`src/sv/ntbe_pkg.sv`:
```
package ntbe_pkg;

  localparam int NUM_PATTERNS_DEF = 8;
  localparam int SYMMETRIES_DEF   = 8;
  localparam int TUPLE_LEN_DEF    = 5;
  localparam int WEIGHT_BITS_DEF  = 32;

  localparam int BOARD_W       = 64;
  localparam int DELTA_W       = 32;
  localparam int VALUE_W       = 38;
  localparam int SYM_IDX_W     = 3;
  localparam int MAX_TUPLE_LEN = 6;
  localparam int IDX_MAX_W     = 4 * MAX_TUPLE_LEN;
  localparam int NUM_BASE      = 8;
  localparam int BASE_LEN      = 5;

  // symmetry codes of the 4x4 square
  localparam logic [SYM_IDX_W-1:0] SYM_IDENT = 3'd0;
  localparam logic [SYM_IDX_W-1:0] SYM_ROT90 = 3'd1;
  localparam logic [SYM_IDX_W-1:0] SYM_ROT180 = 3'd2;
  localparam logic [SYM_IDX_W-1:0] SYM_ROT270 = 3'd3;
  localparam logic [SYM_IDX_W-1:0] SYM_MIRC = 3'd4;
  localparam logic [SYM_IDX_W-1:0] SYM_MIRR = 3'd5;
  localparam logic [SYM_IDX_W-1:0] SYM_DIAG = 3'd6;

  localparam logic [3:0] PATTERN_SQUARES [NUM_BASE][BASE_LEN] = '{
    '{4'd0, 4'd1, 4'd2, 4'd3, 4'd4},
    '{4'd4, 4'd5, 4'd6, 4'd7, 4'd8},
    '{4'd0, 4'd1, 4'd2, 4'd4, 4'd5},
    '{4'd4, 4'd5, 4'd6, 4'd8, 4'd9},
    '{4'd0, 4'd1, 4'd4, 4'd5, 4'd8},
    '{4'd1, 4'd2, 4'd5, 4'd6, 4'd9},
    '{4'd0, 4'd1, 4'd2, 4'd5, 4'd6},
    '{4'd1, 4'd5, 4'd6, 4'd9, 4'd10}
  };

  typedef logic [IDX_MAX_W-1:0] idx_t;

  typedef struct packed {
    logic                 start;
    logic                 clr;
    logic                 rd;
    logic                 acc;
    logic                 wr;
    logic [SYM_IDX_W-1:0] sym;
  } lane_ctl_t;

  function automatic logic [3:0] sym_cell(input logic [SYM_IDX_W-1:0] s,
                                          input logic [3:0] sq);
    logic [1:0] r;
    logic [1:0] c;
    logic [1:0] orow;
    logic [1:0] ocol;
    r = sq[3:2];
    c = sq[1:0];
    case (s)
      SYM_IDENT: begin orow = r;  ocol = c;  end
      SYM_ROT90: begin orow = c;  ocol = ~r; end
      SYM_ROT180: begin orow = ~r; ocol = ~c; end
      SYM_ROT270: begin orow = ~c; ocol = r;  end
      SYM_MIRC: begin orow = r;  ocol = ~c; end
      SYM_MIRR: begin orow = ~r; ocol = c;  end
      SYM_DIAG: begin orow = c;  ocol = r;  end
      default: begin orow = ~c; ocol = ~r; end
    endcase
    return {orow, ocol};
  endfunction

  // first tuple cell lands in the lowest nibble
  function automatic idx_t pack_index(input logic [BOARD_W-1:0] board,
                                      input logic [3:0] p,
                                      input logic [SYM_IDX_W-1:0] s,
                                      input int tl);
    idx_t       idx;
    logic [3:0] sq;
    logic [2:0] kb;
    idx = '0;
    for (int k = 0; k < MAX_TUPLE_LEN; k++) begin
      if (k < tl) begin
        kb = (k == BASE_LEN) ? 3'd0 : 3'(k);
        sq = sym_cell(s, PATTERN_SQUARES[p[2:0]][kb]);
        idx[4*k +: 4] = board[{sq, 2'b00} +: 4];
      end
    end
    return idx;
  endfunction

endpackage

```
`src/sv/ntbe_merge.sv`:
```
module ntbe_merge #(
  parameter int NUM_PATTERNS = ntbe_pkg::NUM_PATTERNS_DEF,
  parameter int LSW          = ntbe_pkg::WEIGHT_BITS_DEF + ntbe_pkg::SYM_IDX_W
) (
  input  logic                                clk,
  input  logic                                rst_n,
  input  logic                                start,
  input  logic signed [LSW-1:0]               lane_sum [NUM_PATTERNS],
  output logic signed [ntbe_pkg::VALUE_W-1:0] total,
  output logic                                busy
);
  import ntbe_pkg::*;

  localparam int MW = (NUM_PATTERNS > 1) ? $clog2(NUM_PATTERNS) : 1;

  logic [MW-1:0]              cnt_r;
  logic                       busy_r;
  logic signed [VALUE_W-1:0]  total_r;

  always_ff @(posedge clk) begin
    if (!rst_n) begin
      busy_r <= 1'b0;
      cnt_r  <= '0;
    end else if (start) begin
      busy_r <= 1'b1;
      cnt_r  <= '0;
    end else if (busy_r) begin
      if (cnt_r == MW'(NUM_PATTERNS - 1)) begin
        busy_r <= 1'b0;
      end else begin
        cnt_r <= cnt_r + 1'b1;
      end
    end
  end

  // one lane per cycle; wraps at the result width
  always_ff @(posedge clk) begin
    if (start) begin
      total_r <= '0;
    end else if (busy_r) begin
      total_r <= total_r + VALUE_W'(lane_sum[cnt_r]);
    end
  end

  assign total = total_r;
  assign busy  = busy_r;

endmodule

```
`config.mk`:
```
export PLATFORM = sky130hd
export DESIGN_NAME = ntbe_merge
export DESIGN_NICKNAME = d
export VERILOG_FILES = /design/src/sv/ntbe_pkg.sv /design/src/sv/ntbe_merge.sv
export SDC_FILE = /design/constraint.sdc
export NUM_CORES = 1
export LEC_CHECK = 0
export ABC_AREA = 1
export BUFFER_PORTS_ARGS = -buffer_cell sky130_fd_sc_hd__buf_4
export CORE_MARGIN = 4
export CORE_UTILIZATION = 30
export DETAILED_ROUTE_END_ITERATION = 8
export PLACE_DENSITY = 0.58
export SYNTH_ARGS = -nofsm -noshare
export SYNTH_HDL_FRONTEND = slang
export SYNTH_SLANG_ARGS = --single-unit
```
`constraint.sdc`:
```
create_clock -name clk -period 3.8 [get_ports clk]
set_clock_uncertainty 0.2 [all_clocks]
set_input_delay 0 -clock clk [delete_from_list [all_inputs] [get_ports clk]]
set_output_delay 0 -clock clk [all_outputs]
set_load 0.02 [all_outputs]
```
# ---- After elaboration in Yosys (flattened, before gate mapping)
# Index checks and enable logic that the tools add are counted.
dict set report word_totals {
  regBits 42
  out_inout_bits 39
  wordCells 18
}
dict set report op_classes {
  n_addsub 2
  order_cmp 1
  eq_ne 1
  n_mux 6
  bitwise_logic 3
  reduce_logical 2
}
# cell count
set ops {}
lappend ops {{35-bit binary-select mux with 3-bit select} 1}
lappend ops {{35-bit 2-to-1 mux} 2}
lappend ops {{38-bit by 35-bit adder with 38-bit output} 1}
lappend ops {{4-bit greater-or-equal comparator (second input constant)} 1}
lappend ops {{3-bit NOT with 4-bit output} 1}
lappend ops {{3-bit by 1-bit adder with 3-bit output (second input constant)} 1}
lappend ops {{3-bit equality test (second input constant)} 1}
lappend ops {{1-bit 2-to-1 mux} 3}
lappend ops {{1-bit NOT} 2}
lappend ops {{2-bit AND reduction} 1}
lappend ops {{2-bit OR reduction} 1}

# ---- Longest topological paths before layout
dict set report logic_depth {
  ltp_word 5
  mapped_depth 24
  mapped_depth_nobuf 21
}

# ---- Least setup slack after synthesis
# No wires, ideal clock.
dict set report synth_path {
  kind {flip-flop to flip-flop}
  from {register cnt_r[0]}
  to {register total_r[24], in the netlist total[24]}
  setup_time_ns 0.109
  t_arrival_ns 2.753
  slack_ns 0.738
  stages_incl_launch_ff 24
  n_path_buf 4
  synth_period_minus_slack_ns 3.062
  path_cell_list {dfxtp_1 -> buf_4 -> buf_6 -> buf_2 -> buf_2 -> nor2_1 -> o22ai_1 -> nor2_1 -> a31oi_1 -> ha_1 -> inv_1 -> fa_1 -> inv_1 -> nand3_1 -> nand3_1 -> nand2_1 -> nand2_1 -> nand2_1 -> nand2_1 -> nand2_1 -> nand3_1 -> nand3_1 -> nand2_1 -> inv_1}
}
dict set report synth_via {
  elab_chain_len 5
}
# item line
set synth_lines {}
lappend synth_lines {{from (decl)} ntbe_merge.sv:16} ;# logic [MW-1:0] cnt_r;
lappend synth_lines {{from (signal assigned)} ntbe_merge.sv:31} ;# cnt_r <= cnt_r + 1'b1;
lappend synth_lines {{3-bit NOT with 4-bit output (not written as such)} ntbe_merge.sv:41} ;# total_r <= total_r + VALUE_W'(lane_sum[cnt_r]);
lappend synth_lines {{35-bit binary-select mux with 3-bit select} ntbe_merge.sv:41}
lappend synth_lines {{35-bit 2-to-1 mux (not written as such) (2 in a row)} ntbe_merge.sv:41}
lappend synth_lines {{38-bit by 35-bit adder with 38-bit output} ntbe_merge.sv:41}
lappend synth_lines {{to (signal assigned)} ntbe_merge.sv:41}
lappend synth_lines {{to (decl)} ntbe_merge.sv:18} ;# logic signed [VALUE_W-1:0] total_r;
# No other way between the ends. The select of a mux whose other input is x is not followed.
# A chain may end at the register's enable or synchronous reset.

# ---- Worst setup path after layout
dict set report layout_path {
  from {register cnt_r[1]}
  to {register total_r[31], in the netlist total[31]}
}
# Same word-level chain as after synthesis.

==> run summary <==
Port Buf Inserts -> 321
pwr dens -> 275 nW/um^2
clock tree sinks -> 42
Final setup viols -> 0
Filler Cell Count -> 2479
H-tree levels -> 2
Switching Fraction -> 44.8%
cell area after synthesis -> 6680 sq um
cts repair resizes -> 0
register bit total from synthesis -> 42
multiplexer share of the synthesized area -> 0%
Pleak -> 5.21 nW
final setup margin -> 377 ps
initial antenna violation count -> 3
Max Cap Violations -> 0
die height -> 157 microns
RePlAce Congestion -> 0.953
Routed WL -> 31.3 mm
CP max stage delay -> 420 ps
die width -> 157 microns
Worst VDD drop -> 191 uV
Comb pwr share -> 59.3%
measured slew at the worst slew-check pin -> 717 ps
Clock power frac -> 20.1%
xor and xnor area share after synthesis -> 2.36%
DR pass1 iterations -> 5
Internal Power -> 0.00144 W
Rel. slew slack -> 52.2%
Yosys warnings -> 0
Core Area -> 21900 sq um
FP Rows -> 54
cell mode on critical path -> nand2_1
cell area after layout -> 9510 sq um
fraction of layout cells with a size suffix above 1 -> 23.5%
first-pass GRT wire length -> 46.6 mm
dpl cell area -> 9330 sq um
crit path cell chain -> inv_2 -> buf_4 -> o21ai_0 -> o22ai_1 -> nor2_1 -> a31oi_1 -> ha_1 -> nand2_1 -> inv_1 -> nand2_1 -> nand3_1 -> a21oi_1 -> nor2_1 -> nor2_1 -> nand2_1 -> nand2_1 -> nand3_1 -> nand2_1 -> inv_1
area grow syn2layout -> 42.5%
setup repair after global routing missed its margin -> false
worst-path fanout max -> 21
final hold vios -> 0
hold crit path type -> in -> reg
Crit Path Class -> reg -> reg
Congestion Overflow GR -> 0
Min Clock Period, post-route -> 3420 ps
largest family of logic cells by synthesized area -> simple AND/OR/NAND/NOR gates
pin count of the biggest net entering global routing -> 76
Inserted Clock Buffers -> 5
Synth Net Count -> 1611
Sequential Power Share -> 20.6%
status -> completed
Crit path required time -> 3800 ps
Final ANT Viol Nets -> 0
DR vias/cell -> 4.94
routed vias -> 9137
vias in the first global route -> 8487
WP data arrival -> 3420 ps
nets@finish -> 1890
root buffer cell -> clkbuf_16
post-synthesis async set-or-reset flop share -> 0%
simple-gate share of the synthesized area -> 40.9%
Post-Synth Adder-Cell Area -> 7.61%
Starting Density -> 30.5%
final slew viol count -> 0
count of cell types in the netlist -> 35
Syn Inst Count -> 1288
Crit. End Element -> flop
post-synthesis sequential area ratio -> 12.6%
Post-synth EDFFs -> 0
Final HPWL DP -> 25.5 mm
Max Clk Rate -> 292 MHz
clock latency on the worst-skew pair -> 300 ps
Primary FF master, synth -> dfxtp_1
GR Util All Layers -> 23.7%
min-delay src -> start
Wirelength per Cell -> 16.9 microns
slowest cell on the critical path -> a31oi_1
Worst-path clk slew -> 70 ps
die footprint -> 24700 sq um
most common cell after layout, fill and taps aside -> nor2_1
drt initial violations -> 752
post-synthesis compound-gate area fraction -> 23.3%
DRC -> 0
Sum Neg Setup Slack -> 0 ps
Worst setup SP type -> flop
Top-Level Pins -> 322
switching power -> 0.00117 W
average cell area after synthesis -> 5.18 sq um
clock tree buffer depth -> 2
fin crit share -> 90.1%
R2R Path Start -> cnt_r[1]
CTS tree -> yes
most frequent cells in the layout -> nor2_1 (372), buf_4 (328), nand2_1 (237)
Worst Setup SP -> cnt_r[1]
worst slack, placed -> 422 ps
==> through the flow <==
stage / hold WS [ps] / util [%] / instances / total power (W)
after detailed placement: 18.4 / 42.6 / 1839 / 0.00209
after CTS: 21.4 / 43.4 / 1848 / 0.00264
final: 22.8 / 43.5 / 1850 / 0.00261
after global placement: 12.1 / 42.6 / 1839 / 0.00208
after floorplan: -82.3 / - / 1288 / 0.00150
after global routing: 67.3 / 43.5 / 1850 / 0.00284
==> cell families (layout without fill, tap and decap cells) <==
family,Yosys count,after routing
flip-flops,42,42
adder cells (fa/ha/maj),40,40
AND/OR/NAND/NOR,687,687
buffers and inverters,214,494
XOR/XNOR,18,18
other,0,2
AO/OA/AOI/OAI,287,287
==> critical path: cells and delay by family, from the launching register on <==
family                   cells  cell delay [ps]
adder cells (fa/ha/maj)      1              400
AND/OR/NAND/NOR             10              810
buffers and inverters        4              670
AO/OA/AOI/OAI                4              900
flip-flops                   1              340
==> state kept, by name, summed over array words and instances (netlist names) <==
signal / count
total: 38
cnt_r: 3
busy: 1
==> synthesized netlist by cell type, types with 5 or more instances <==
library cell | instances | area, sq um
a21oi_1 | 34 | 170
a31oi_1 | 34 | 213
buf_2 | 17 | 85.1
buf_6 | 5 | 56.3
clkbuf_1 | 37 | 139
dfxtp_1 | 42 | 841
ha_1 | 39 | 488
inv_1 | 146 | 548
nand2_1 | 237 | 890
nand2_2 | 8 | 50.1
nand3_1 | 50 | 250
nand3_2 | 5 | 50.1
nor2_1 | 372 | 1400
nor3_1 | 7 | 35.0
o21ai_0 | 167 | 836
o21ai_1 | 5 | 25.0
o22ai_1 | 35 | 219
xor2_1 | 16 | 140
==> power by group through the flow <==
stage	Sequential, W	Combinational, W	Clock, W
final	0.000538	0.00155	0.000524
after global routing	0.000546	0.00174	0.000551
after CTS	0.000538	0.00155	0.000547
after detailed placement	0.000548	0.00154	0
after global placement	0.000548	0.00153	0
after floorplan	0.000591	0.000908	0
==> worst paths after layout <==
kind	cells past startpoint	endpoint	slack [ps]
worst max-delay path	19	total[31]	380
worst min register to register	2	total[0]	350
worst min-delay path	4	total[23]	20
worst max register to register	19	total[31]	380
==> what timing repair did <==
action / 4_1_cts / 5_1_grt
hold buffers: 1 / 0
setup endpoints to repair: 0 / 0
endpoints found under the hold margin: 4 / 0
setup buffers: 0 / 0
==> layout make-up <==
cell class | count | area, sq um | area share (%)
Antenna cell | 2 | 5.00 | 0.0526
Clock buffer | 5 | 125 | 1.32
Clock inverter | 3 | 43.8 | 0.460
Inverter | 149 | 561 | 5.89
Multi-Input combinational cell | 1032 | 4950 | 52.0
Sequential cell | 42 | 847 | 8.90
Tap cell | 280 | 350 | 3.68
Timing Repair Buffer | 337 | 2630 | 27.7
==> routing by layer <==
layer	vias up	routed length [microns]	track usage [%]
met5	-	8	0
met4	2	786	6.02
met3	41	2400	3.66
met2	307	14400	39.6
met1	4083	13700	31.9
li1	4704	-	-
Note: power is estimated with default switching activity, not from simulation.
