$ cat config.mk
export PLATFORM = sky130hd
export DESIGN_NAME = ntbe_qdiv
export DESIGN_NICKNAME = d
export VERILOG_FILES = /design/src/sv/ntbe_pkg.sv /design/src/sv/ntbe_qdiv.sv
export SDC_FILE = /design/constraint.sdc
export NUM_CORES = 1
export LEC_CHECK = 0
export ABC_AREA = 1
export BUFFER_PORTS_ARGS = -buffer_cell sky130_fd_sc_hd__buf_4
export CAP_MARGIN = 20
export CORE_MARGIN = 5
export CORE_UTILIZATION = 37
export DETAILED_ROUTE_END_ITERATION = 6
export GPL_ROUTABILITY_DRIVEN = 0
export PLACE_DENSITY_LB_ADDON = 0.2
export SLEW_MARGIN = 10
export SYNTH_ARGS = -nofsm -noshare
export SYNTH_HDL_FRONTEND = slang
export SYNTH_SLANG_ARGS = --single-unit
$ cat constraint.sdc
create_clock -name clk -period 0.8 [get_ports clk]
set_input_delay 0.08 -clock clk [delete_from_list [all_inputs] [get_ports clk]]
set_output_delay 0.08 -clock clk [all_outputs]
set_load 0.02 [all_outputs]
$ cat src/sv/ntbe_pkg.sv
package ntbe_pkg;

  localparam int NUM_PATTERNS_DEF = 8;
  localparam int SYMMETRIES_DEF   = 8;
  localparam int TUPLE_LEN_DEF    = 5;
  localparam int WEIGHT_BITS_DEF  = 32;

  localparam int BOARD_W       = 64;
  localparam int DELTA_W       = 32;
  localparam int VALUE_W       = 38;
  localparam int SYM_IDX_W     = 3;
  localparam int MAX_TUPLE_LEN = 6;
  localparam int IDX_MAX_W     = 4 * MAX_TUPLE_LEN;
  localparam int NUM_BASE      = 8;
  localparam int BASE_LEN      = 5;

  // symmetry codes of the 4x4 square
  localparam logic [SYM_IDX_W-1:0] SYM_IDENT = 3'd0;
  localparam logic [SYM_IDX_W-1:0] SYM_ROT90 = 3'd1;
  localparam logic [SYM_IDX_W-1:0] SYM_ROT180 = 3'd2;
  localparam logic [SYM_IDX_W-1:0] SYM_ROT270 = 3'd3;
  localparam logic [SYM_IDX_W-1:0] SYM_MIRC = 3'd4;
  localparam logic [SYM_IDX_W-1:0] SYM_MIRR = 3'd5;
  localparam logic [SYM_IDX_W-1:0] SYM_DIAG = 3'd6;

  localparam logic [3:0] PATTERN_SQUARES [NUM_BASE][BASE_LEN] = '{
    '{4'd0, 4'd1, 4'd2, 4'd3, 4'd4},
    '{4'd4, 4'd5, 4'd6, 4'd7, 4'd8},
    '{4'd0, 4'd1, 4'd2, 4'd4, 4'd5},
    '{4'd4, 4'd5, 4'd6, 4'd8, 4'd9},
    '{4'd0, 4'd1, 4'd4, 4'd5, 4'd8},
    '{4'd1, 4'd2, 4'd5, 4'd6, 4'd9},
    '{4'd0, 4'd1, 4'd2, 4'd5, 4'd6},
    '{4'd1, 4'd5, 4'd6, 4'd9, 4'd10}
  };

  typedef logic [IDX_MAX_W-1:0] idx_t;

  typedef struct packed {
    logic                 start;
    logic                 clr;
    logic                 rd;
    logic                 acc;
    logic                 wr;
    logic [SYM_IDX_W-1:0] sym;
  } lane_ctl_t;

  function automatic logic [3:0] sym_cell(input logic [SYM_IDX_W-1:0] s,
                                          input logic [3:0] sq);
    logic [1:0] r;
    logic [1:0] c;
    logic [1:0] orow;
    logic [1:0] ocol;
    r = sq[3:2];
    c = sq[1:0];
    case (s)
      SYM_IDENT: begin orow = r;  ocol = c;  end
      SYM_ROT90: begin orow = c;  ocol = ~r; end
      SYM_ROT180: begin orow = ~r; ocol = ~c; end
      SYM_ROT270: begin orow = ~c; ocol = r;  end
      SYM_MIRC: begin orow = r;  ocol = ~c; end
      SYM_MIRR: begin orow = ~r; ocol = c;  end
      SYM_DIAG: begin orow = c;  ocol = r;  end
      default: begin orow = ~c; ocol = ~r; end
    endcase
    return {orow, ocol};
  endfunction

  // first tuple cell lands in the lowest nibble
  function automatic idx_t pack_index(input logic [BOARD_W-1:0] board,
                                      input logic [3:0] p,
                                      input logic [SYM_IDX_W-1:0] s,
                                      input int tl);
    idx_t       idx;
    logic [3:0] sq;
    logic [2:0] kb;
    idx = '0;
    for (int k = 0; k < MAX_TUPLE_LEN; k++) begin
      if (k < tl) begin
        kb = (k == BASE_LEN) ? 3'd0 : 3'(k);
        sq = sym_cell(s, PATTERN_SQUARES[p[2:0]][kb]);
        idx[4*k +: 4] = board[{sq, 2'b00} +: 4];
      end
    end
    return idx;
  endfunction

endpackage

$ cat src/sv/ntbe_qdiv.sv
module ntbe_qdiv #(
  parameter int DIVISOR = 64
) (
  input  logic                                clk,
  input  logic                                rst_n,
  input  logic                                start,
  input  logic signed [ntbe_pkg::DELTA_W-1:0] delta,
  output logic signed [ntbe_pkg::DELTA_W-1:0] q,
  output logic                                ready
);
  import ntbe_pkg::*;

  // floor(delta / DIVISOR)
  if ((DIVISOR & (DIVISOR - 1)) == 0) begin : g_shift
    localparam int SH = $clog2(DIVISOR);
    logic signed [DELTA_W-1:0] q_r;
    logic                      ready_r;

    always_ff @(posedge clk) begin
      if (!rst_n) begin
        ready_r <= 1'b0;
      end else if (start) begin
        ready_r <= 1'b1;
      end
    end

    always_ff @(posedge clk) begin
      if (start) begin
        q_r <= delta >>> SH;
      end
    end

    assign q     = q_r;
    assign ready = ready_r;
  end else begin : g_recip
    // (n * M) >> SH equals floor(n / DIVISOR) for every 32-bit n
    localparam int     L   = $clog2(DIVISOR);
    localparam int     SH  = DELTA_W + L;
    localparam longint M_L = ((longint'(1) << SH) + longint'(DIVISOR) - 1) / longint'(DIVISOR);
    // bit DELTA_W of the multiplier is always set
    localparam logic [DELTA_W-1:0] M_LO = DELTA_W'(M_L);
    localparam logic [DELTA_W-1:0] BIAS = DELTA_W'(DIVISOR - 1);

    logic [DELTA_W-1:0]        mag_r;
    logic                      neg_r;
    logic                      pend_r;
    logic signed [DELTA_W-1:0] q_r;
    logic [2*DELTA_W-1:0]      plo;
    logic [2*DELTA_W:0]        prod;
    logic [DELTA_W-1:0]        qm;

    always_ff @(posedge clk) begin
      if (!rst_n) begin
        pend_r <= 1'b0;
      end else begin
        pend_r <= start;
      end
    end

    // negative: minus the ceiling of the magnitude quotient
    always_ff @(posedge clk) begin
      if (start) begin
        mag_r <= delta[DELTA_W-1] ? $unsigned(-delta) + BIAS : $unsigned(delta);
        neg_r <= delta[DELTA_W-1];
      end
      if (pend_r) begin
        q_r <= neg_r ? -qm : qm;
      end
    end

    assign plo   = {{DELTA_W{1'b0}}, mag_r} * {{DELTA_W{1'b0}}, M_LO};
    assign prod  = {1'b0, mag_r, {DELTA_W{1'b0}}} + {1'b0, plo};
    assign qm    = DELTA_W'(prod >> SH);
    assign q     = q_r;
    assign ready = !pend_r;
  end

endmodule

After elaboration in Yosys (flattened, before gate mapping)
Cells that the tools add are included.

Bits in registers: 27. Input port bits: 35. Output and inout bits: 33. Logic and storage cells: 2.

Depth between registers and ports, before layout
Gate-level depths: netlist of the first run.

Word-level depth: 0. Depth in mapped cells: 2. Depth with buffers taken out: 2.

Worst setup path after synthesis of the first run
No wires, ideal clock.

Kind: register to output. Start point: register q[25] (netlist name). End point: output port q[26] (netlist name). Data arrival time: 0.735 ns. Required time: 0.720 ns. Slack: -0.015 ns. Stages on the path, launching flop included: 2. Buffers on the path: 1. Cells stage by stage: edfxtp_1 > buf_4.

RTL lines: to (decl) (RTL line ntbe_qdiv.sv:8) `output logic signed [ntbe_pkg::DELTA_W-1:0] q,`.

No word-level cell between the ends.

Worst setup path in the final report of the first run
Start point: register q[25] (netlist name). End point: output port q[30] (netlist name).

No word-level cell between the ends.

==> summary.md, run 1 <==
| Metric | Value |
|---|---|
| Crit path max-delay family | flip-flops |
| Layout cell share with drive strength beyond 1 | 54.1% |
| First-pass iteration count of the detailed router | 3 |
| Post-route ant nets | 0 |
| Min-Delay Path Class | primary input to register |
| DP HPWL | 1260 microns |
| Comb power frac | 22.7% |
| P_int | 2250 uW |
| H-tree depth | 1 |
| Drt via density | 4.22 |
| CP peak stage delay | 490 ps |
| Fin. max-slew vios | 0 |
| First-pass GRT wire length | 3220 microns |
| Final core utilization | 76.9% |
| Met1 usage | 11.6% |
| IR drop worst, VDD | 1.40 mV |
| Final wirelength | 2110 microns |
| Critical path buffer and inverter count | 1 |
| DR iter-0 viols | 6 |
| DRC Markers | 0 |
| Synthesized Nets | 71 |
| GRT Max-Usage Layer | met2 |
| Initial antenna violation count | 0 |
| Slew HR | 77.1% |
| FILL cells | 142 |
| Synth Area per Inst | 23.8 sq um |
| Layout net count | 158 |
| Die area | 0.00338 sq mm |
| Core area | 0.00221 sq mm |
| # clock sinks | 27 |
| Worst path arrival time | 1000 ps |
| Critical path's slowest cell | edfxtp_1 |
| Synth cell types | 5 |
| Gr usage total | 13.1% |
| Syn Inst Count | 36 |
| Period utilization | 135% |
| Die Wd | 58.1 microns |
| Sequential share of the synthesized area | 93.4% |
| Clk buf depth | 2 |
| Num CTS Buffers | 3 |
| CP required | 720 ps |
| Initial core utilization | 38.7% |
| Overflow after GRT | 0 |
| Fmax | 929 MHz |
| Die Y | 58.1 microns |
| Cells after DPL | 119 |
| Crit path max fanout | 7 |
| CTS tree | built |
| P_leak | 0.000728 uW |
| Clock Pin Slew Worst Setup and Hold Paths | 150 ps |
| Flop and latch count out of synthesis | 27 |
| Net switching power | 724 uW |
| Finished Layout Cells | 150 |
| Synthesized area | 857 sq um |
| Final setup fails | 33 |
| Row cnt | 17 |
| Failing checks | negative setup slack |
| Root buffer selected by CTS | clkbuf_4 |
| Met3 Usage GRT | 3.56% |
| Final Hold Fails | 0 |
| Via count | 633 |
| Routed WL per cell | 14.0 microns |
| Crit path time final | 1080 ps |
| Cell area after layout | 0.00170 sq mm |
| Vias in the first global route | 697 |
| Buffers on Ports | 61 |
| Placement Setup Slack | 64.7 ps |
| Syn. warnings | 0 |
| Area after DPL | 0.00131 sq mm |
| Worst setup EP type | output port |
| Clock latency on the worst-skew pair | 320 ps |
| CP cell instances | buf_4 |
| Largest net degree at the start of global routing | 28 |
| Met2 usage | 27.6% |
| Max cap viols | 0 |
| Setup Buffers After CTS | 0 |
| RSZ-0062 raised after global routing | true |
| Flop pwr share | 58.0% |
| IO Count | 68 |
| Worst Slack Setup Final | -276 ps |
| Slew @ Worst Pin | 343 ps |
| Outcome | finished, violations left |
| PD cells | 1750 mW/mm^2 |
| Startpoint Class | register |
| ANT cells | 0 |
| Clock power frac | 19.3% |
| Final Skew | 0 ps |
| Area growth from synthesis to layout | 98.5% |
| CP Class | register to output port |
| Net Sw Frac | 24.3% |
## final timing paths
check             slack, ps  cells after the start  startpoint    end
setup / recovery       -280                      1       q[25]  q[30]
hold / removal          180                      1       start  q[15]
setup reg to reg        210                      2       ready  ready
hold reg to reg         520                      2       ready  ready
## metal layers
layer / wire length, microns / vias up
li1: - / 300
met2: 1270 / 35
met5: 0 / -
met4: 0 / 0
met3: 197 / 0
met1: 633 / 298
## timing repair
| item | 4_1_cts | 5_1_grt |
|---|---|---|
| endpoints found under the setup margin | 33 | 33 |
| hold buffers | 27 | 0 |
| gates resized for setup | 24 | 3 |
| endpoints found under the hold margin | 27 | 0 |
| gates cloned | 0 | 0 |
## cell type report
class	instances	area, sq um	area share (%)
Tap cell	28	35.0	2.06
Inverter	1	3.75	0.221
Multi-Input combinational cell	2	7.51	0.441
Clock inverter	1	5.00	0.294
Sequential cell	27	802	47.1
Timing Repair Buffer	88	826	48.5
Clock buffer	3	22.5	1.32
## kinds of logic (layout without fill, tap and decap cells)
kind of cell / after synthesis / count (layout) / synth area share [%]
buf+inv: 7 / 93 / 5.69
simple gates: 2 / 2 / 0.876
flops: 27 / 27 / 93.4
## power groups by stage
stage	Clock (uW)	Combinational, uW	Sequential (uW)
floorplan	0	67.8	1880
global placement	0	503	1730
detailed placement	0	509	1740
CTS	586	668	1720
global route	633	708	1740
finish	573	675	1730
## stage by stage
step                TNS (ps)  hold slack [ps]  total power [uW]
CTS                    -6120              167              2980
detailed placement         0              259              2250
finish                 -5690              176              2970
global placement           0              258              2240
floorplan              -87.9              179              1950
global route           -7280              167              3080
## placed cells by master (no fill, tap or decap)
| master | instances |
|---|---|
| clkinv_2 | 1 |
| clkbuf_4 | 3 |
| inv_1 | 1 |
| dfxtp_2 | 1 |
| buf_4 | 35 |
| edfxtp_1 | 26 |
| buf_6 | 26 |
| dlygate4sd3_1 | 27 |
| nor2_1 | 2 |
## Yosys cell counts (all sizes together)
cell type | instances | area, sq um
buf | 6 | 45.0
inv | 1 | 3.75
edfxtp | 26 | 781
dfxtp | 1 | 20.0
nor2 | 2 | 7.51
## state kept, by name (all words and copies together) (netlist names)
name / cells
ready: 1
q: 26
Note: power is estimated with default switching activity, not from simulation.
==> run 2, diff against run 1 <==
--- a/config.mk
+++ b/config.mk
@@ -9,5 +9,6 @@
 export BUFFER_PORTS_ARGS = -buffer_cell sky130_fd_sc_hd__buf_4
 export CAP_MARGIN = 20
-export CORE_MARGIN = 5
+export CORE_ASPECT_RATIO = 1.25
+export CORE_MARGIN = 2
 export CORE_UTILIZATION = 37
 export DETAILED_ROUTE_END_ITERATION = 6
==> constraint.sdc (replaced) <==
create_clock -name clk -period 0.8 [get_ports clk]
set_input_delay 0.16 -clock clk [delete_from_list [all_inputs] [get_ports clk]]
set_output_delay 0.16 -clock clk [all_outputs]
set_load 0.02 [all_outputs]
==> summary.md, run 2 (same netlist as run 1, synthesis figures left out) <==
| Metric | Value |
|---|---|
| Fmax | 865 MHz (-6.9%) |
| Finished Layout Cells | 152 (+1.3%) |
| Initial antenna violation count | 0 (unchanged) |
| Net Sw Frac | 23.5% (-0.87 points) |
| Num CTS Buffers | 3 (unchanged) |
| Commonest non-fill, non-tap cell in the layout | buf_4 |
| First-pass GRT wire length | 2140 microns (-34%) |
| Die area | 0.00272 sq mm (-20%) |
| Crit path max fanout | 7 (unchanged) |
| Layout cell share with drive strength beyond 1 | 53.7% (-0.38 points) |
| Met1 usage | 10.2% (-1.4 points) |
| DRC Markers | 0 (unchanged) |
| First-pass iteration count of the detailed router | 3 (unchanged) |
| Min-Delay Path Class | primary input to register |
| H-tree depth | 1 (unchanged) |
| Post-route ant nets | 0 (unchanged) |
| PD cells | 1740 mW/mm^2 (-0.51%) |
| Drt via density | 4.09 (-3.0%) |
| Final Hold Fails | 0 (unchanged) |
| Comb power frac | 22.6% (about the same) |
| Flop pwr share | 58.6% (+0.6 points) |
| Failing checks | negative setup slack |
| Final wirelength | 1860 microns (-12%) |
| Clk buf depth | 2 (unchanged) |
| ANT cells | 0 (unchanged) |
| Period utilization | 144% (+9.9 points) |
| Worst path arrival time | 1000 ps (about the same) |
| Clock latency on the worst-skew pair | 310 ps (about the same) |
| CP peak stage delay | 490 ps (about the same) |
| Clock power frac | 18.8% (-0.5 points) |
| Die Wd | 47.0 microns (-19%) |
| Outcome | finished, violations left |
| Die Y | 57.8 microns (-0.55%) |
| Row cnt | 19 (+2) |
| CP cell instances | buf_4 |
| Final Skew | 0 ps (unchanged) |
| Largest register FFs | 26 (unchanged) |
| Crit path max-delay family | flip-flops |
| Commonest non-fill, non-tap cells in the layout | buf_4 (35), dlygate4sd3_1 (26), buf_6 (26), edfxtp_1 (26), clkbuf_4 (3) |
| P_int | 2250 uW (+0.19%) |
| Clock Pin Slew Worst Setup and Hold Paths | 130 ps (-20 ps) |
| Vias in the first global route | 494 (-29%) |
| Met3 Usage GRT | 2.80% (-0.76 points) |
| CP Class | register to output port |
| Buffers on Ports | 61 (unchanged) |
| Startpoint Class | register |
| Crit path depth | 1 (unchanged) |
| Overflow after GRT | 0 (unchanged) |
| Worst hold stages | 3 (+2) |
| Initial core utilization | 39.2% (+0.44 points) |
| Via count | 622 (-1.7%) |
| DR iter-0 viols | 3 (-3) |
| Final setup fails | 33 (unchanged) |
| CP Launch Point | q[25] |
| Max cap viols | 0 (unchanged) |
| Largest net degree at the start of global routing | 28 (unchanged) |
| GRT Max-Usage Layer | met2 |
| Reg-to-Reg Start | ready |
| CTS tree | built |
| FILL cells | 140 (-1.4%) |
| Total negative slack | -8010 ps (-2320 ps) |
| P_leak | 0.000721 uW (-0.95%) |
| IO Count | 68 (unchanged) |
| Critical path's slowest cell | edfxtp_1 |
| Fin. max-slew vios | 0 (unchanged) |
| Placement Setup Slack | -6.72 ps (-71.4 ps) |
| Worst Slack Setup Final | -356 ps (-79.4 ps) |
| Reg2Reg Depth | 2 (unchanged) |
| Tot Pwr | 2950 uW (-0.94%) |
| Net switching power | 692 uW (-4.5%) |
| Area after DPL | 0.00131 sq mm (+0.29%) |
| Core area | 0.00219 sq mm (-1.1%) |
| Crit path time final | 1160 ps (+79.4 ps) |
| Worst setup EP type | output port |
| Root buffer selected by CTS | clkbuf_4 |
| Layout net count | 157 (-0.63%) |
| Cells after DPL | 122 (+2.5%) |
| Slew @ Worst Pin | 332 ps (-11.2 ps) |
| Met2 usage | 22.3% (-5.3 points) |
| # clock sinks | 27 (unchanged) |
| Area growth from synthesis to layout | 97.7% |
| Critical path buffer and inverter count | 1 (unchanged) |
| Slew HR | 77.9% (+0.75 points) |
| Routed WL per cell | 12.2 microns (-13%) |
| RSZ-0062 raised after global routing | true |
| Gr usage total | 11.5% (-1.7 points) |
| Min-delay src | rst_n |
| Cell area after layout | 0.00169 sq mm (-0.44%) |
| IR drop worst, VDD | 1.37 mV (-2.2%) |
| CP required | 640 ps (-80 ps) |
[run 2: cell count changes in the layout (fill, tap and decap cells not counted), sizes merged]
cell,before,now
clkbuf,3,4
clkinv,1,0
dlygate4sd3,27,26
[run 2: path summary, 6_finish.rpt]
path,end,slack (ps)
max reg2reg,ready,230
min,ready,70
max,q[25],-360
min reg2reg,ready,500
[run 2: what timing repair did]
item,4_1_cts,5_1_grt
endpoints found under the hold margin,0,26
gates resized for setup,22,5
setup endpoints to repair,33,33
hold buffers,0,26
setup buffers,0,0
pin swaps,0,0
[run 2: power groups by stage]
| stage | combinational [uW] | clock, uW | sequential, uW |
|---|---|---|---|
| after global routing | 703 | 641 | 1740 |
| after floorplan | 67.8 | 0 | 1880 |
| after detailed placement | 502 | 0 | 1740 |
| final | 666 | 554 | 1730 |
| after global placement | 497 | 0 | 1740 |
| after CTS | 551 | 582 | 1720 |
[run 2: layout make-up]
class / instances / area, sq um / area share, %
Timing Repair Buffer: 87 / 816 / 48.2
Sequential cell: 27 / 802 / 47.3
Tap cell: 31 / 38.8 / 2.29
Clock buffer: 4 / 26.3 / 1.55
Multi-Input combinational cell: 2 / 7.51 / 0.443
Inverter: 1 / 3.75 / 0.222
[run 2: stage by stage]
step                      hold WS [ps]  util (%)
after global placement             339      59.8
final                             67.1      77.5
after detailed placement           339      59.8
after CTS                         2.67      64.7
after floorplan                    259         -
after global routing              66.9      77.5
[run 2: worst register-to-register path: stages (launching register included)]
cell	delay, ps
dfxtp_2	350
nor2_1	90
nor2_1	40
[run 2: metal layers]
layer / up-vias / share of wire (%)
met5: - / 0
met4: 0 / 2.3
met3: 4 / 6.7
met2: 39 / 61
met1: 282 / 30
li1: 297 / -
==> run 3, diff against run 2 <==
CORE_UTILIZATION = 25   (was 37)
==> summary.md, run 3 (same netlist as run 1, synthesis figures left out) <==
| Metric | Value |
|---|---|
| CP Launch Point | q[25] |
| # clock sinks | 27 (unchanged) |
| Num CTS Buffers | 3 (unchanged) |
| Buffers on Ports | 61 (unchanged) |
| P_leak | 0.000634 uW (-12%) |
| Largest net degree at the start of global routing | 28 (unchanged) |
| Gr usage total | 8.31% (-3.1 points) |
| Die area | 0.00392 sq mm (+44%) |
| CTS tree | built |
| Fin. max-slew vios | 0 (unchanged) |
| Largest register FFs | 26 (unchanged) |
| Area growth from synthesis to layout | 74.3% |
| Vias in the first global route | 529 (+7.1%) |
| Commonest non-fill, non-tap cells in the layout | buf_6 (33), buf_4 (29), edfxtp_1 (26) |
| Worst hold stages | 1 (-2) |
| Hold Buf Count CTS | 0 (unchanged) |
| PD cells | 2040 mW/mm^2 (+18%) |
| Min-Delay Path Class | primary input to register |
| CP peak stage delay | 380 ps (-110 ps) |
| Via count | 519 (-17%) |
| R2R Setup Slk | 220 ps (about the same) |
| Overflow after GRT | 0 (unchanged) |
| Root buffer selected by CTS | clkbuf_8 |
| Max cap viols | 0 (unchanged) |
| Clock Pin Slew Worst Setup and Hold Paths | 90 ps (-40 ps) |
| Final wirelength | 1590 microns (-15%) |
| Row cnt | 23 (+4) |
| RSZ-0062 raised after global routing | true |
| Core area | 0.00325 sq mm (+49%) |
| Layout net count | 132 (-16%) |
| Final Hold Fails | 0 (unchanged) |
| Crit path time final | 1080 ps (-74.4 ps) |
| Startpoint Class | register |
| Reg2Reg Depth | 2 (unchanged) |
| DR iter-0 viols | 17 (+14) |
| Crit path depth | 2 (+1) |
| Initial core utilization | 26.4% (-13 points) |
| CP required | 640 ps (about the same) |
| Final Skew | 0 ps (unchanged) |
| IR drop worst, VDD | 1.06 mV (-23%) |
| Initial antenna violation count | 0 (unchanged) |
| Crit path max-delay family | flip-flops |
| IO Count | 68 (unchanged) |
| Crit path max fanout | 7 (unchanged) |
| Slew @ Worst Pin | 327 ps (-4.69 ps) |
| Commonest non-fill, non-tap cell in the layout | buf_6 |
| RR Endpoint | ready |
| Worst path arrival time | 920 ps (-80 ps) |
| Reg-to-Reg Start | ready |
| Die Wd | 56.4 microns (+20%) |
| DP HPWL | 1160 microns |
| Drt via density | 3.90 (-4.6%) |
| Post-route ant nets | 0 (unchanged) |
| First-pass iteration count of the detailed router | 2 (-1) |
| Clock latency on the worst-skew pair | 260 ps (-50 ps) |
| Worst Slack Setup Final | -281 ps (+74.4 ps) |
| ANT cells | 0 (unchanged) |
| FILL cells | 311 (+120%) |
| Worst setup EP type | output port |
| Slew HR | 78.2% (+0.31 points) |
| Die Y | 69.5 microns (+20%) |
| Total negative slack | -5880 ps (+2130 ps) |
| Area occupied by multi-input gates | 7.51 sq um (unchanged) |
| Crit path top cell by count | buf_6 |
| Layout cell share with drive strength beyond 1 | 68.8% (+15 points) |
| Critical path buffer and inverter count | 2 (+1) |
| DRC Markers | 0 (unchanged) |
| Failing checks | negative setup slack |
| Min-delay src | delta[24] |
| Critical path's slowest cell | edfxtp_1 |
| Routed WL per cell | 11.9 microns (-2.5%) |
| Clk buf depth | 2 (unchanged) |
| Fmax | 925 MHz (+6.9%) |
| Outcome | finished, violations left |
| Period utilization | 135% (-9.3 points) |
| H-tree depth | 1 (unchanged) |
| Final setup fails | 33 (unchanged) |
| Register Area | 802 sq um (unchanged) |
| First-pass GRT wire length | 2460 microns (+15%) |
| CP Class | register to output port |
| Min-Delay Endpoint | q[18] |
| Tot Pwr | 3050 uW (+3.7%) |
| CP cell instances | buf_6 > buf_6 |
-- run 3: cell types whose count changed in the layout (fill, tap and decap cells not counted), sizes merged --
cell | before | now
buf | 61 | 62
dlygate4sd3 | 26 | 0
-- run 3: per-stage QoR --
step	worst slack, ps	std cells	hold slack (ps)	utilization [%]	cell area, sq um
6_report	-281	133	65.4	45.9	1490
5_1_grt	-320	133	49.9	45.9	1490
4_1_cts	-298	133	57.2	45.8	1490
3_5_place_dp	-23.7	128	339	40.5	1320
3_3_place_gp	-5.39	128	338	40.5	1320
2_1_floorplan	-94.7	36	259	-	857
-- run 3: area by class of cell --
type,count,share of cell area (%)
sequential,27,53.7
timing repair buffer,62,39.4
tap,37,3.10
clock buffer,4,3.02
multi-input combinational,2,0.503
inverter,1,0.251
-- run 3: power breakdown --
part	switching [uW]	leakage, uW	internal [uW]
clock network	386	0.0000228	355
registers	47.2	0.000263	1670
logic	266	0.000348	326
-- run 3: how the worst max path moves through the flow --
stage / to / slack (ps)
detailed placement: q[1] / -20
global placement: q[17] / -5
global route: q[28] / -320
floorplan: q[26] / -90
CTS: q[28] / -300
finish: q[28] / -280
-- run 3: layer usage --
layer | global-route usage, % | part of all wire [%]
met5 | 0 | 0
met4 | 3.97 | 0.76
met3 | 4.10 | 12
met2 | 13.3 | 51
met1 | 9.09 | 36
-- run 3: worst reg2reg max path, stage by stage (launching register included) --
cell and delay, ps:
dfxtp_2 330, nor2_1 110, nor2_1 50
-- run 3: what timing repair did --
action                                  CTS  global route
endpoints found under the setup margin   33            33
pin swaps                                 0             0
resized for setup                        33             1
buffers inserted                          1             0
